**src/sv/ccl_pkg.sv**
```systemverilog
`timescale 1ns / 1ps
`default_nettype none
// ----------------------------------------------------------------------------
// ccl_pkg: shared types and constants of the clock command line parser
// Character codes, command and parse phase codes, result kinds and the
// BCD conversion used to build the alarm word.
// ----------------------------------------------------------------------------
package ccl_pkg;

	localparam int LINE_LIMIT_DEF = 19;

	localparam logic [7:0] CH_CR    = 8'h0D;
	localparam logic [7:0] CH_LF    = 8'h0A;
	localparam logic [7:0] CH_SPACE = 8'h20;
	localparam logic [7:0] CH_TAB   = 8'h09;
	localparam logic [7:0] CH_VT    = 8'h0B;
	localparam logic [7:0] CH_FF    = 8'h0C;
	localparam logic [7:0] CH_COLON = 8'h3A;
	localparam logic [7:0] CH_ZERO  = 8'h30;
	localparam logic [7:0] CH_NINE  = 8'h39;
	localparam logic [7:0] CH_UP_T  = 8'h54;
	localparam logic [7:0] CH_LO_T  = 8'h74;
	localparam logic [7:0] CH_UP_A  = 8'h41;
	localparam logic [7:0] CH_LO_A  = 8'h61;

	localparam logic [6:0]  NUM_MAX    = 7'd99;
	localparam logic [31:0] ALARM_MASK = 32'h8000_0000;

	typedef enum logic [1:0] {
		CMD_NONE  = 2'd0,
		CMD_TIME  = 2'd1,
		CMD_ALARM = 2'd2,
		CMD_OTHER = 2'd3
	} cmd_t;

	typedef enum logic [2:0] {
		PH_NUM0 = 3'd0,
		PH_NUM1 = 3'd1,
		PH_NUM2 = 3'd2,
		PH_DONE = 3'd3,
		PH_FAIL = 3'd4
	} phase_t;

	typedef enum logic [1:0] {
		KIND_TIME    = 2'd0,
		KIND_ALARM   = 2'd1,
		KIND_INVALID = 2'd2
	} kind_t;

	// Two BCD digits of a value below 100; tens by reciprocal multiply.
	function automatic logic [7:0] to_bcd(input logic [6:0] v);
		logic [14:0] prod;
		logic [3:0]  tens;
		logic [6:0]  ones;
		prod = 15'(v) * 15'd205;
		tens = prod[14:11];
		ones = v - 7'(tens) * 7'd10;
		return {tens, ones[3:0]};
	endfunction

endpackage
`default_nettype wire

```
**src/sv/ccl_rx_if.sv**
```systemverilog
`timescale 1ns / 1ps
`default_nettype none
// ----------------------------------------------------------------------------
// ccl_rx_if: received character channel
// Valid/ready channel that moves one ASCII character per word.
// ----------------------------------------------------------------------------
interface ccl_rx_if;
	logic       valid;
	logic       ready;
	logic [7:0] rx_byte;

	modport source (output valid, output rx_byte, input ready);
	modport sink   (input valid, input rx_byte, output ready);
endinterface
`default_nettype wire

```
**src/sv/ccl_res_if.sv**
```systemverilog
`timescale 1ns / 1ps
`default_nettype none
// ----------------------------------------------------------------------------
// ccl_res_if: parsed command channel
// Valid/ready channel that moves one parsed command line per word.
// ----------------------------------------------------------------------------
interface ccl_res_if;
	logic        valid;
	logic        ready;
	logic [1:0]  result_kind;
	logic [6:0]  hours;
	logic [6:0]  minutes;
	logic [6:0]  seconds;
	logic [31:0] alarm_word;

	modport source (output valid, output result_kind, output hours, output minutes,
		output seconds, output alarm_word, input ready);
	modport sink   (input valid, input result_kind, input hours, input minutes,
		input seconds, input alarm_word, output ready);
endinterface
`default_nettype wire

```
**src/sv/clock_command_line_parser.sv**
```systemverilog
`timescale 1ns / 1ps
`default_nettype none
// ----------------------------------------------------------------------------
// clock_command_line_parser: line parser for clock time-sync and alarm commands
// Assembles received characters into lines and emits one word per command.
// ----------------------------------------------------------------------------
// The parser takes one character word per clock cycle, sustained, on rx and
// emits at most one word on res for each CR or LF that closes a non-empty
// line. A character is registered in the input register on acceptance and
// folded into the line state by a single-character update when that register
// advances; a line end that gives a result loads the output register at that
// same edge, so a result passes the input and then the output register. The
// output register lets rx keep flowing while a result waits; rx stalls only
// when a line end that gives a result sits in the input register while the
// previous result is still not taken. Lines
// starting with T/t are time sync (kind 0), A/a alarm set (kind 1), anything
// else invalid (kind 2, all numbers zero). T and A lines need "hh:mm:ss",
// blanks allowed before each number, trailing text ignored; numbers saturate
// at 99 and a line that does not parse gives no word. Only the first
// LINE_LIMIT characters of a line are looked at.
// ----------------------------------------------------------------------------
module clock_command_line_parser #(
	parameter int LINE_LIMIT = ccl_pkg::LINE_LIMIT_DEF
) (
	input  wire        clk,
	input  wire        arst_n,
	ccl_rx_if.sink     rx,
	ccl_res_if.source  res
);

	localparam int CNT_W = $clog2(LINE_LIMIT + 1);

	// input stage
	logic       valid_s1;
	logic [7:0] rx_s1;

	// line state
	logic [CNT_W-1:0]     cnt_q;
	ccl_pkg::cmd_t        cmd_q;
	ccl_pkg::phase_t      phase_q;
	logic                 digit_q;
	logic [6:0]           num_q [3];

	// output register
	logic                 out_valid_q;
	ccl_pkg::kind_t       kind_q;
	logic [6:0]           hours_q;
	logic [6:0]           minutes_q;
	logic [6:0]           seconds_q;
	logic [31:0]          alarm_q;

	// next-state and result logic
	logic                 is_eol;
	logic                 is_digit;
	logic                 is_blank;
	logic                 parse_ok;
	logic                 emit;
	logic                 s1_move;
	logic                 s1_fire;
	logic [CNT_W-1:0]     cnt_d;
	ccl_pkg::cmd_t        cmd_d;
	ccl_pkg::phase_t      phase_d;
	logic                 digit_d;
	logic [6:0]           num_d [3];
	logic [1:0]           num_idx;
	logic [9:0]           num_ext;
	ccl_pkg::kind_t       kind_d;
	logic [31:0]          alarm_d;

	assign is_eol   = (rx_s1 == ccl_pkg::CH_CR) || (rx_s1 == ccl_pkg::CH_LF);
	assign is_digit = (rx_s1 >= ccl_pkg::CH_ZERO) && (rx_s1 <= ccl_pkg::CH_NINE);
	assign is_blank = (rx_s1 == ccl_pkg::CH_SPACE) || (rx_s1 == ccl_pkg::CH_TAB) ||
		(rx_s1 == ccl_pkg::CH_VT) || (rx_s1 == ccl_pkg::CH_FF);
	assign num_idx  = phase_q[1:0];
	// grow the current number by one decimal digit
	assign num_ext  = 10'(num_q[num_idx]) * 10'd10 + 10'(rx_s1[3:0]);

	// a T/A line is good once the third number is closed or still has digits
	assign parse_ok = (phase_q == ccl_pkg::PH_DONE) ||
		((phase_q == ccl_pkg::PH_NUM2) && digit_q);
	assign emit     = valid_s1 && is_eol && (cnt_q != '0) &&
		((cmd_q == ccl_pkg::CMD_OTHER) || parse_ok);

	// advance the input stage unless a result must wait for a full output
	assign s1_move  = !emit || !out_valid_q || res.ready;
	assign s1_fire  = valid_s1 && s1_move;
	assign rx.ready = !valid_s1 || s1_move;

	always_comb begin
		cnt_d   = cnt_q;
		cmd_d   = cmd_q;
		phase_d = phase_q;
		digit_d = digit_q;
		num_d   = num_q;
		if (is_eol) begin
			// close the line and start clean
			cnt_d   = '0;
			cmd_d   = ccl_pkg::CMD_NONE;
			phase_d = ccl_pkg::PH_NUM0;
			digit_d = 1'b0;
			num_d   = '{default: 7'd0};
		end else if (cnt_q < CNT_W'(LINE_LIMIT)) begin
			cnt_d = cnt_q + 1'b1;
			if (cnt_q == '0) begin
				if ((rx_s1 == ccl_pkg::CH_UP_T) || (rx_s1 == ccl_pkg::CH_LO_T)) begin
					cmd_d = ccl_pkg::CMD_TIME;
				end else if ((rx_s1 == ccl_pkg::CH_UP_A) ||
						(rx_s1 == ccl_pkg::CH_LO_A)) begin
					cmd_d = ccl_pkg::CMD_ALARM;
				end else begin
					cmd_d = ccl_pkg::CMD_OTHER;
				end
			end else if ((phase_q == ccl_pkg::PH_NUM0) || (phase_q == ccl_pkg::PH_NUM1) ||
					(phase_q == ccl_pkg::PH_NUM2)) begin
				if (is_digit) begin
					num_d[num_idx] = (num_ext > 10'(ccl_pkg::NUM_MAX)) ?
						ccl_pkg::NUM_MAX : num_ext[6:0];
					digit_d = 1'b1;
				end else if (!digit_q) begin
					if (!is_blank) begin
						phase_d = ccl_pkg::PH_FAIL;
					end
				end else if (phase_q == ccl_pkg::PH_NUM2) begin
					phase_d = ccl_pkg::PH_DONE;
				end else if (rx_s1 == ccl_pkg::CH_COLON) begin
					phase_d = (phase_q == ccl_pkg::PH_NUM0) ?
						ccl_pkg::PH_NUM1 : ccl_pkg::PH_NUM2;
					digit_d = 1'b0;
				end else begin
					phase_d = ccl_pkg::PH_FAIL;
				end
			end
		end
	end

	always_comb begin
		case (cmd_q)
			ccl_pkg::CMD_ALARM: kind_d = ccl_pkg::KIND_ALARM;
			ccl_pkg::CMD_TIME:  kind_d = ccl_pkg::KIND_TIME;
			default:            kind_d = ccl_pkg::KIND_INVALID;
		endcase
		alarm_d = ccl_pkg::ALARM_MASK | {8'd0, ccl_pkg::to_bcd(num_q[0]),
			ccl_pkg::to_bcd(num_q[1]), ccl_pkg::to_bcd(num_q[2])};
	end

	// input register
	always_ff @(posedge clk or negedge arst_n) begin
		if (!arst_n) begin
			valid_s1 <= 1'b0;
		end else if (rx.ready) begin
			valid_s1 <= rx.valid;
		end
	end

	always_ff @(posedge clk) begin
		if (rx.valid && rx.ready) begin
			rx_s1 <= rx.rx_byte;
		end
	end

	// line state
	always_ff @(posedge clk or negedge arst_n) begin
		if (!arst_n) begin
			cnt_q   <= '0;
			cmd_q   <= ccl_pkg::CMD_NONE;
			phase_q <= ccl_pkg::PH_NUM0;
			digit_q <= 1'b0;
			num_q   <= '{default: 7'd0};
		end else if (s1_fire) begin
			cnt_q   <= cnt_d;
			cmd_q   <= cmd_d;
			phase_q <= phase_d;
			digit_q <= digit_d;
			num_q   <= num_d;
		end
	end

	// output register: hold until taken, load on a line end that emits
	always_ff @(posedge clk or negedge arst_n) begin
		if (!arst_n) begin
			out_valid_q <= 1'b0;
		end else if (s1_fire && emit) begin
			out_valid_q <= 1'b1;
		end else if (res.ready) begin
			out_valid_q <= 1'b0;
		end
	end

	always_ff @(posedge clk) begin
		if (s1_fire && emit) begin
			kind_q <= kind_d;
			if (cmd_q == ccl_pkg::CMD_OTHER) begin
				hours_q   <= 7'd0;
				minutes_q <= 7'd0;
				seconds_q <= 7'd0;
			end else begin
				hours_q   <= num_q[0];
				minutes_q <= num_q[1];
				seconds_q <= num_q[2];
			end
			alarm_q <= (cmd_q == ccl_pkg::CMD_ALARM) ? alarm_d : 32'd0;
		end
	end

	assign res.valid       = out_valid_q;
	assign res.result_kind = kind_q;
	assign res.hours       = hours_q;
	assign res.minutes     = minutes_q;
	assign res.seconds     = seconds_q;
	assign res.alarm_word  = alarm_q;

	// ------------------------------------------------------------------------
	// assertions
	// ------------------------------------------------------------------------
	a_cnt_limit: assert property (@(posedge clk) disable iff (!arst_n)
		cnt_q <= CNT_W'(LINE_LIMIT))
		else $error("line character count beyond limit");

	a_eol_clears: assert property (@(posedge clk) disable iff (!arst_n)
		s1_fire && is_eol |=> cnt_q == '0 && phase_q == ccl_pkg::PH_NUM0)
		else $error("line state not cleared after line end");

	a_alarm_mask: assert property (@(posedge clk) disable iff (!arst_n)
		out_valid_q && kind_q == ccl_pkg::KIND_ALARM |-> alarm_q[31])
		else $error("alarm word without mask bit");

	a_num_sat: assert property (@(posedge clk) disable iff (!arst_n)
		out_valid_q |-> hours_q <= ccl_pkg::NUM_MAX && minutes_q <= ccl_pkg::NUM_MAX &&
			seconds_q <= ccl_pkg::NUM_MAX)
		else $error("parsed number above saturation");

	a_no_overwrite: assert property (@(posedge clk) disable iff (!arst_n)
		out_valid_q && !res.ready |-> !(s1_fire && emit))
		else $error("pending result overwritten");

endmodule
`default_nettype wire

```
**src/flat_wrapper.sv**
```systemverilog
// flat-port wrapper written by rule: the top's interface ports become plain ports
module clock_command_line_parser_flat 
#(
	parameter int LINE_LIMIT = ccl_pkg::LINE_LIMIT_DEF
)
  (clk, arst_n, rx_valid, rx_rx_byte, rx_ready, res_valid, res_result_kind, res_hours, res_minutes, res_seconds, res_alarm_word, res_ready);
  ccl_rx_if rx_i ();
  ccl_res_if res_i ();
  input  wire clk;
  input  wire arst_n;
  input wire logic [$bits(rx_i.valid)-1:0] rx_valid;
  input wire logic [$bits(rx_i.rx_byte)-1:0] rx_rx_byte;
  output wire logic [$bits(rx_i.ready)-1:0] rx_ready;
  output wire logic [$bits(res_i.valid)-1:0] res_valid;
  output wire logic [$bits(res_i.result_kind)-1:0] res_result_kind;
  output wire logic [$bits(res_i.hours)-1:0] res_hours;
  output wire logic [$bits(res_i.minutes)-1:0] res_minutes;
  output wire logic [$bits(res_i.seconds)-1:0] res_seconds;
  output wire logic [$bits(res_i.alarm_word)-1:0] res_alarm_word;
  input wire logic [$bits(res_i.ready)-1:0] res_ready;
  assign rx_i.valid = rx_valid;
  assign rx_i.rx_byte = rx_rx_byte;
  assign rx_ready = rx_i.ready;
  assign res_valid = res_i.valid;
  assign res_result_kind = res_i.result_kind;
  assign res_hours = res_i.hours;
  assign res_minutes = res_i.minutes;
  assign res_seconds = res_i.seconds;
  assign res_alarm_word = res_i.alarm_word;
  assign res_i.ready = res_ready;
  clock_command_line_parser #(.LINE_LIMIT(LINE_LIMIT)) u_core (.clk(clk), .arst_n(arst_n), .rx(rx_i), .res(res_i));
endmodule
```
**config.mk**
```make
export PLATFORM = sky130hd
export DESIGN_NAME = clock_command_line_parser_flat
export DESIGN_NICKNAME = d
export VERILOG_FILES = /design/src/sv/ccl_pkg.sv /design/src/sv/ccl_rx_if.sv /design/src/sv/ccl_res_if.sv /design/src/sv/clock_command_line_parser.sv /design/src/flat_wrapper.sv
export SDC_FILE = /design/constraint.sdc
export NUM_CORES = 1
export LEC_CHECK = 0
export ABC_AREA = 1
export BUFFER_PORTS_ARGS = -buffer_cell sky130_fd_sc_hd__buf_2
export CORE_ASPECT_RATIO = 1.2
export CORE_MARGIN = 10
export CORE_UTILIZATION = 55
export CTS_CLUSTER_SIZE = 16
export DETAILED_ROUTE_END_ITERATION = 10
export PLACE_DENSITY = 0.88
export SYNTH_ARGS = -nofsm -noshare
export SYNTH_HDL_FRONTEND = slang
export SYNTH_SLANG_ARGS = --single-unit
```
**constraint.sdc**
```tcl
create_clock -name clk -period 4.3 [get_ports clk]
set_clock_uncertainty 0.15 [all_clocks]
set_input_delay 0.86 -clock clk [delete_from_list [all_inputs] [get_ports clk]]
set_output_delay 0.86 -clock clk [all_outputs]
set_load 0.03 [all_outputs]
```
# Word-level counts from Yosys, hierarchy flattened
# Index checks and enable logic that the tools add are counted.
[totals]
regBits = 97
input_bits = 12
out_inout_bits = 57
elab_cells = 134
[op_classes]
add_sub_neg = 5
multipliers = 7
n_lt_le_gt_ge = 6
n_eq_ne = 20
muxes = 41
bitwise = 1
reduce_logical = 38
[op_table]
columns = ["operator", "n"]
rows = [
  ["21-bit 2-to-1 mux", 5],
  ["7-bit by 8-bit multiplier with 15-bit output, second input constant", 3],
  ["8-bit by 4-bit equality test with 1-bit output, second input constant", 5],
  ["8-bit by 7-bit equality test with 1-bit output, second input constant", 4],
  ["32-bit 2-to-1 mux", 1],
  ["7-bit 2-to-1 mux", 4],
  ["3-bit 2-to-1 mux", 9],
  ["21-bit bitwise mux", 1],
  ["8-bit by 6-bit equality test with 1-bit output, second input constant", 2],
  ["7-bit binary-select mux with 2-bit select", 1],
  ["7-bit demux with 2-bit select", 1],
  ["1-bit logical OR", 13],
  ["4-bit by 3-bit multiplier with 3-bit output, second input constant", 3],
  ["4-bit subtractor", 3],
  ["1-bit 2-to-1 mux", 11],
  ["10-bit by 4-bit adder with 10-bit output", 1],
  ["10-bit by 7-bit > comparator with 1-bit output, second input constant", 1],
  ["2-bit 2-to-1 mux", 5],
  ["5-bit 2-to-1 mux", 2],
  ["2-bit nonzero test", 5],
  ["1-bit logical AND", 9],
  ["7-bit by 3-bit multiplier with 9-bit output, second input constant", 1],
  ["8-bit by 6-bit >= comparator with 1-bit output, second input constant", 1],
  ["8-bit by 6-bit <= comparator with 1-bit output, second input constant", 1],
  ["other kinds (21)", 26],
]

# Depth between registers and ports, before layout
# Gate-level depths: netlist (run 1).
[depth]
word_depth = 14
ltp_mapped = 25
ltp_nobuf = 25

# Worst setup path before layout (run 1)
# OpenSTA, ideal clock, no wires.
[synth_timing]
path_kind = "register -> register"
startpoint = "register u_core.num_q[18] in the netlist's numbering"
endpoint = "register u_core.alarm_q[19] (netlist: u_core.res.alarm_word[19]), data pin"
setup_ns = 0.255
arrival_ns = 3.974
t_required_ns = 3.895
path_slack_ns = -0.078
path_stages_with_launch = 24
path_buffers = 0
synth_period_minus_slack_ns = 4.378
cell_sequence = "dfrtp_1 -> ha_1 -> fa_1 -> ha_1 -> inv_1 -> fa_1 -> inv_1 -> ha_1 -> nand2_1 -> nand2_1 -> a21oi_1 -> nand2_1 -> nand2_1 -> nand2_1 -> nand2_1 -> nand2_1 -> inv_1 -> ha_1 -> inv_1 -> fa_1 -> xnor2_1 -> nand3_1 -> a21oi_1 -> nor2_1"
[synth_between]
elab_chain_len = 3
[synth_rtl]
columns = ["element", "line_no", "text"]
rows = [
  ["start: declaration", "clock_command_line_parser.sv:42", "logic [6:0] num_q [3];"],
  ["start signal: assignment", "clock_command_line_parser.sv:174", "num_q <= num_d;"],
  ["7-bit by 8-bit multiplier with 15-bit output", "ccl_pkg.sv:55", "prod = 15'(v) * 15'd205;"],
  ["via u_core.alarm_d[20]", "clock_command_line_parser.sv:68", "logic [31:0] alarm_d;"],
  ["4-bit by 3-bit multiplier with 3-bit output", "ccl_pkg.sv:57", "ones = v - 7'(tens) * 7'd10;"],
  ["4-bit subtractor", "ccl_pkg.sv:57", ""],
  ["end signal: assignment", "clock_command_line_parser.sv:201", "alarm_q <= (cmd_q == ccl_pkg::CMD_ALARM) ? alarm_d : 32'd0;"],
  ["end: declaration", "clock_command_line_parser.sv:50", "logic [31:0] alarm_q;"],
]
# The timed path passes the listed nets, and every way through them passes these cells.
# A chain may end at the register's enable or synchronous reset.

# Worst setup path after layout (run 1)
[layout_timing]
startpoint = "register u_core.num_q[19] in the netlist's numbering"
endpoint = "register u_core.alarm_q[19] (netlist: u_core.res.alarm_word[19]), data pin"
# Same word-level chain as after synthesis.

==> results of run 1 <==
final cells by class:
type	instances	area (sq um)
well taps	168	210
repair buffers	116	729
inverters	147	552
clock buffers	10	229
fillers	833	3750
flip-flops and latches	90	2540
clock inverters	6	91.3
multi-input cells	635	5250
metal layers:
layer,up-vias,global-route usage,share of wire
met4,0,0.115,0.084
met5,-,0,0
met1,3298,0.212,0.34
met2,543,0.363,0.49
li1,3104,-,-
met3,175,0.0541,0.090
metrics by stage:
step | setup slack [ns] | cell area [sq um] | TNS [ns] | util
6_report | -0.516 | 9600 | -0.919 | 0.719
5_1_grt | -0.571 | 9600 | -1.29 | 0.719
4_1_cts | -0.189 | 8910 | -0.189 | 0.667
3_5_place_dp | -0.327 | 8330 | -0.561 | 0.624
3_3_place_gp | -0.0747 | 8330 | -0.0757 | 0.624
2_1_floorplan | 0.0100 | 7610 | 0 | -
final timing paths:
kind                                              start                                       to  slack (ns)  depth (start not counted)
hold reg to reg             u_core.cnt_q[4]$_DFFE_PN0P_              u_core.cnt_q[4]$_DFFE_PN0P_        0.39                          2
min in group asynchronous                        arst_n              u_core.cnt_q[3]$_DFFE_PN0P_        0.42                          1
max in group asynchronous                        arst_n             u_core.num_q[12]$_DFFE_PN0P_        3.01                          1
setup reg to reg           u_core.num_q[19]$_DFFE_PN0P_  u_core.res.alarm_word[19]$_SDFFCE_PN0P_       -0.52                         25
setup / recovery           u_core.num_q[19]$_DFFE_PN0P_  u_core.res.alarm_word[19]$_SDFFCE_PN0P_       -0.52                         25
hold / removal              u_core.cnt_q[4]$_DFFE_PN0P_              u_core.cnt_q[4]$_DFFE_PN0P_        0.39                          2
cells in the mapped netlist, types with 2 or more instances:
| library cell | instances | area share |
|---|---|---|
| buf_4 | 8 | 0.0079 |
| nand2_2 | 2 | 0.0016 |
| o21ai_0 | 26 | 0.017 |
| nor4_1 | 2 | 0.0016 |
| nand2_4 | 7 | 0.010 |
| nand3_1 | 47 | 0.031 |
| xnor2_1 | 10 | 0.012 |
| ha_1 | 122 | 0.20 |
| o31ai_1 | 3 | 0.0030 |
| nor3_4 | 3 | 0.0064 |
| fa_1 | 29 | 0.077 |
| nand3_2 | 3 | 0.0040 |
| nor2_1 | 73 | 0.036 |
| a22oi_1 | 6 | 0.0059 |
| inv_1 | 141 | 0.070 |
| nor2_2 | 8 | 0.0066 |
| nand2_1 | 214 | 0.11 |
| nand3b_1 | 3 | 0.0030 |
| o22ai_1 | 2 | 0.0016 |
| xor2_1 | 4 | 0.0046 |
| edfxtp_1 | 56 | 0.22 |
| o21ai_1 | 3 | 0.0020 |
| a21o_1 | 2 | 0.0020 |
| nand4_1 | 9 | 0.0074 |
| o21bai_1 | 2 | 0.0020 |
| inv_2 | 6 | 0.0030 |
| a21oi_1 | 33 | 0.022 |
| or2_2 | 3 | 0.0025 |
| o2111ai_1 | 2 | 0.0023 |
| dfrtp_1 | 34 | 0.11 |
| clkbuf_1 | 4 | 0.0020 |
cell usage in the layout, fill, tap and decap left out, types with 3 or more instances in the layout:
| cell | instances |
|---|---|
| nand2_1 | 190 |
| nand4_1 | 9 |
| edfxtp_1 | 56 |
| dfrtp_2 | 6 |
| buf_6 | 3 |
| nand3_2 | 9 |
| buf_4 | 52 |
| or2_2 | 3 |
| dfrtp_1 | 28 |
| clkbuf_16 | 9 |
| xor2_1 | 4 |
| o21ai_0 | 24 |
| o31ai_1 | 3 |
| xnor2_1 | 5 |
| inv_2 | 28 |
| conb_1 | 7 |
| xnor2_2 | 5 |
| nor2_2 | 11 |
| a21oi_1 | 27 |
| a21oi_2 | 5 |
| a22oi_1 | 6 |
| o21ai_1 | 3 |
| clkinvlp_4 | 3 |
| ha_1 | 78 |
| nor2_1 | 67 |
| nand2_2 | 19 |
| ha_4 | 43 |
| nand3_1 | 41 |
| nand2_4 | 14 |
| fa_2 | 6 |
| nor3_4 | 3 |
| nand3b_1 | 3 |
| nor2_4 | 4 |
| fa_1 | 23 |
| buf_2 | 61 |
| inv_1 | 119 |
cell families (layout without fill, tap and decap cells):
logic type | count (synthesis) | in the layout
flip-flops | 90 | 90
other | 1 | 7
AO/OA/AOI/OAI | 83 | 83
adder cells (fa/ha/maj) | 151 | 151
buffers and inverters | 160 | 279
XOR/XNOR | 14 | 14
AND/OR/NAND/NOR | 380 | 380
power by group:
| part | internal [W] | switching [W] | leakage [nW] |
|---|---|---|---|
| sequential | 0.000985 | 0.0000728 | 0.965 |
| clock | 0.000510 | 0.000373 | 0.145 |
| combinational | 0.000344 | 0.000676 | 3.74 |
| total | 0.00184 | 0.00112 | 4.85 |
worst max-delay path: cells and delay by family (launching register included):
| family | cells | cell delay [ns] |
|---|---|---|
| fa+ha+maj | 7 | 2.34 |
| buf+inv | 9 | 0.85 |
| simple gates | 8 | 0.66 |
| flops | 1 | 0.38 |
| xor+xnor | 1 | 0.19 |
timing repair:
| item | 4_1_cts | 5_1_grt |
|---|---|---|
| buffers inserted | 7 | 11 |
| hold buffers | 0 | 0 |
| endpoints found under the setup margin | 4 | 5 |
| pin swaps | 13 | 62 |
| resized for setup | 31 | 117 |
state kept, by name, indices dropped and copies added (netlist names):
name	flops
u_core.cmd_q	2
u_core.cnt_q	5
u_core.digit_q	1
u_core.num_q	21
u_core.phase_q	3
u_core.res.alarm_word	25
u_core.res.hours	7
u_core.res.minutes	7
u_core.res.result_kind	2
u_core.res.seconds	7
u_core.res.valid	1
u_core.rx_s1	8
u_core.valid_s1	1
==> impl_metrics.csv, run 1 <==
group,metric,value,unit
critical_path,end_kind,"flip-flop",
global_routing,grt.total_usage,0.204,
pwr,p_per_area,308,nW/um^2
pwr,max-vdd-ir-drop,0.000414,V
global_routing,grt_pass1_vias,6678,
global_routing,grt_max_degree,49,
sta,finalCriticalPeriod,4.82,ns
placement,dpl.hpwl,13.7,mm
clock_network,root_buffer,"clkbuf_16",
die,start_util,0.568,
layout,n_antenna_cell,0,
critical_path,arrival,4.80,ns
sta,hold_viol,0,
sta,fmax,208,MHz
layout,fin_cells,1172,
yosys,yosys.area_share.simple,0.227,
detailed_routing,dr.pass1.iters,7,
detailed_routing,drtIter0Drc,896,
placement,io_buffers,61,
clock_network,htreeDepth,3,
yosys,synth_edf_count,56,
global_routing,grt_antenna_before_repair,0,
die,core_region_area,13400,sq um
die,fp.dieH,149,microns
global_routing,overflow,0,
critical_path,required,4.28,ns
detailed_routing,via_per_inst,6.08,
sta,setup_slack,-0.516,ns
yosys,synth-xor-area-share,0.0162,
yosys,syn_area,7580,sq um
outcome,status,"finished, violations left",
clock_network,cts_buffer_depth,2,
detailed_routing,ant_nets,0,
detailed_routing,vias,7120,
critical_path,critPathMaxStageDelay,0.43,ns
die,rows,46,
sta,relSlewSlack,0.471,
clock_network,cts_tree,"done",
sta,fin_crit_sh,1.12,
critical_path,crit_fanout,5,
yosys,avgSynthCellArea,8.63,sq um
yosys,syn-instance-count,879,
yosys,ys.flop_type,"edfxtp_1",
layout,final_nets,1162,
placement,dp.cells,1138,
yosys,synth-seq-cells,90,
sta,rsz0062_at_grt,"yes",
die,pin_count,69,
placement,place_congestion,0.896,
yosys,yosysSeqAreaShare,0.334,
die,die_w,127,microns
clock_network,cts_buffers,9,
yosys,synthMuxAreaShare,0,
yosys,synthAdderAreaFrac,0.278,
critical_path,start_kind,"flip-flop",
pwr,leakage,4.85,nW
outcome,violations,"negative setup slack",
yosys,synth-compound-area-share,0.0615,
yosys,ys_types,43,
sta,hold_slack,0.392,ns
pwr,power.total,0.00296,W
yosys,synth_top_family_by_area,"adder cells",
sta,worst_slew_pin_slew,0.794,ns
critical_path,cp_slowest_cell,"fa_1",
critical_path,path_class,"reg -> reg",
layout,layout-drive-gt1-share,0.295,
layout,syn_to_final_growth,26.6,%
global_routing,grt_pass1_wl,31.3,mm
hold_path,hold_path.class,"reg -> reg",
yosys,yosys_warnings,0,
sta,maxSlewViolCount,0,
clock_network,worstSkewPairLatency,0.37,ns
detailed_routing,wl_per_cell,21.3,microns
clock_network,clk_pin_slew_worst_paths,0.07,ns
detailed_routing,drc,0,
yosys,async_reset_ff_frac,0.378,
critical_path,cpMostUsedCell,"inv_1",
clock_network,clkSinkCount,90,
sta,setup_viol,4,
flow_run,cap_violations,0,
detailed_routing,routed_wl,24.9,mm
die,die-area,18900,sq um
(Power assumes the default switching activity.)
==> run 2, diff against run 1 <==
--- a/config.mk
+++ b/config.mk
@@ -8,7 +8,7 @@
 export ABC_AREA = 1
 export BUFFER_PORTS_ARGS = -buffer_cell sky130_fd_sc_hd__buf_2
 export CORE_ASPECT_RATIO = 1.2
-export CORE_MARGIN = 10
+export CORE_MARGIN = 2
 export CORE_UTILIZATION = 55
 export CTS_CLUSTER_SIZE = 16
 export DETAILED_ROUTE_END_ITERATION = 10
==> run 2 against run 1 <==
The flow still finishes with violations (negative setup slack); register-to-register slack lost 0.02 ns; global-route usage grew 8.9 points; first-iteration DRC count grew 14%; power shrank 0.94%; core utilization shrank 1.1 points; combinational power is essentially flat; cell area grew 0.65%; die area shrank 22%; clock power shrank 4.6%.
==> impl_metrics.csv, run 2 (synthesis results as in run 1) <==
group,metric,value,unit
pwr,max-vdd-ir-drop,0.000347,V
die,die_w,111,microns
critical_path,r2r_cells,23,
global_routing,grt_pass1_vias,7122,
global_routing,grt_antenna_before_repair,0,
placement,place_congestion,0.938,
global_routing,grt.total_usage,0.294,
detailed_routing,routed_wl,25.8,mm
hold_path,hold-path-cell-count,2,
die,fp.dieH,133,microns
sta,hold_viol,0,
sta,maxSlewViolCount,0,
critical_path,start_kind,"flip-flop",
sta,rsz0062_at_grt,"yes",
layout,n_antenna_cell,0,
detailed_routing,ant_nets,0,
critical_path,r2r_setup_slack,-0.54,ns
outcome,status,"finished, violations left",
layout,n_fill_cell,863,
placement,dp.cells,1143,
sta,setup_viol,6,
sta,relSlewSlack,0.415,
layout,fin_cells,1192,
clock_network,cts_buffers,9,
placement,dpl.hpwl,13.7,mm
sta,finalCriticalPeriod,4.84,ns
die,start_util,0.556,
critical_path,cp_slowest_cell,"fa_1",
detailed_routing,wl_per_cell,21.7,microns
critical_path,crit_chain,"buf_6, inv_1, ha_1, inv_2, fa_2, inv_1, fa_1, inv_1, ha_1, ha_1, nand2_1, inv_1, nand2_2, nand3b_1, nand2_2, inv_2, ha_4, inv_2, fa_2, xnor2_4, nand3_4, a21oi_2, nor2_2",
pwr,leakage,4.91,nW
global_routing,grt_pass1_wl,34.0,mm
clock_network,clkSinkCount,90,
layout,layout-drive-gt1-share,0.305,
layout,final_nets,1179,
detailed_routing,dr.pass1.iters,8,
die,pin_count,69,
placement,io_buffers,61,
global_routing,overflow,0,
flow_run,cap_violations,0,
sta,fin_crit_sh,1.13,
critical_path,path_class,"reg -> reg",
sta,tns,-1.49,ns
sta,setup_slack,-0.540,ns
clock_network,cts_tree,"done",
die,rows,47,
detailed_routing,drtIter0Drc,1018,
detailed_routing,vias,7376,
die,die-area,14700,sq um
critical_path,crit_fanout,2,
clock_network,root_buffer,"clkbuf_16",
clock_network,cts_buffer_depth,2,
layout,final_cell_mix,"nand2_1, inv_1, ha_1",
clock_network,ctsHoldBuffers,0,
global_routing,grt_max_degree,49,
sta,fmax,207,MHz
critical_path,cpMostUsedCell,"inv_1",
critical_path,r2r_start,"u_core.num_q[19]$_DFFE_PN0P_",
layout,syn_to_final_growth,27.4,%
detailed_routing,drc,0,
critical_path,end_kind,"flip-flop",
critical_path,critPathMaxStageDelay,0.62,ns
detailed_routing,via_per_inst,6.19,
clock_network,htreeDepth,3,
outcome,violations,"negative setup slack",
hold_path,hold_end,"u_core.cnt_q[4]$_DFFE_PN0P_",
sta,worst_slew_pin_slew,0.877,ns
hold_path,hold_path.class,"reg -> reg",
pwr,p_per_area,303,nW/um^2
critical_path,required,4.27,ns
clock_network,worstSkewPairLatency,0.36,ns
die,core_region_area,13600,sq um
critical_path,arrival,4.81,ns
hold_path,hold_start,"u_core.cnt_q[4]$_DFFE_PN0P_",
critical_path,worstReg2RegEnd,"u_core.res.alarm_word[19]$_SDFFCE_PN0P_",
clock_network,clk_pin_slew_worst_paths,0.07,ns
layout,largest_reg_flops,25,
layout,final_common_cell,"nand2_1",
==> run 2: worst max-delay path, delay by kind of cell (launching register included) <==
| kind | cells | cell delay, ns |
|---|---|---|
| AND/OR/NAND/NOR | 6 | 0.58 |
| adder cells (fa/ha/maj) | 7 | 2.39 |
| XOR/XNOR | 1 | 0.22 |
| buffers and inverters | 8 | 0.70 |
| AO/OA/AOI/OAI | 1 | 0.18 |
| flip-flops | 1 | 0.39 |
==> run 2: how the worst max path moves through the flow <==
stage | start | cells after the start | end | slack, ns
floorplan | u_core.num_q[19]$_DFFE_PN0P_ | 23 | u_core.res.alarm_word[19]$_SDFFCE_PN0P_ | 0.01
global placement | u_core.num_q[18]$_DFFE_PN0P_ | 23 | u_core.res.alarm_word[19]$_SDFFCE_PN0P_ | -0.07
detailed placement | u_core.num_q[18]$_DFFE_PN0P_ | 23 | u_core.res.alarm_word[19]$_SDFFCE_PN0P_ | -0.32
CTS | u_core.num_q[18]$_DFFE_PN0P_ | 22 | u_core.res.alarm_word[19]$_SDFFCE_PN0P_ | -0.12
global route | u_core.num_q[19]$_DFFE_PN0P_ | 23 | u_core.res.alarm_word[19]$_SDFFCE_PN0P_ | -0.62
finish | u_core.num_q[19]$_DFFE_PN0P_ | 23 | u_core.res.alarm_word[19]$_SDFFCE_PN0P_ | -0.54
==> run 2: timing repair <==
| action | in CTS | in global routing |
|---|---|---|
| pin swaps | 32 | 53 |
| setup endpoints to repair | 4 | 7 |
| endpoints found under the hold margin | 0 | 0 |
| resized for setup | 40 | 107 |
| setup buffers | 22 | 13 |
==> run 2: area by class of cell <==
cell class	count	area [sq um]	share of cell area
clock buffer	16	314	0.0325
inverter	147	552	0.0571
multi-input combinational	635	5180	0.536
sequential	90	2540	0.263
tap	171	214	0.0221
timing repair buffer	133	861	0.0891
==> run 2: where the power goes <==
part / leakage, nW / switching (W) / internal (W) / total, W
logic: 3.79 / 0.000686 / 0.000346 / 0.00103
registers: 0.965 / 0.0000725 / 0.000985 / 0.00106
clock network: 0.153 / 0.000347 / 0.000495 / 0.000842
total: 4.91 / 0.00111 / 0.00183 / 0.00293
==> run 2: per-stage QoR <==
step                      hold WS [ns]  total power (W)  area, sq um  utilization  setup WS [ns]
after floorplan                  0.343          0.00165         7610            -         0.0100
after CTS                        0.401          0.00276         9120        0.669         -0.125
after detailed placement         0.364          0.00188         8350        0.612         -0.317
after global placement           0.357          0.00185         8350        0.612        -0.0650
final                            0.397          0.00293         9660        0.708         -0.540
after global routing             0.427          0.00304         9660        0.708         -0.619
==> run 2: routing by layer <==
layer | part of all wire | track usage
met1 | 0.33 | 0.306
met2 | 0.48 | 0.516
met3 | 0.094 | 0.0605
met4 | 0.10 | 0.225
met5 | 0 | 0
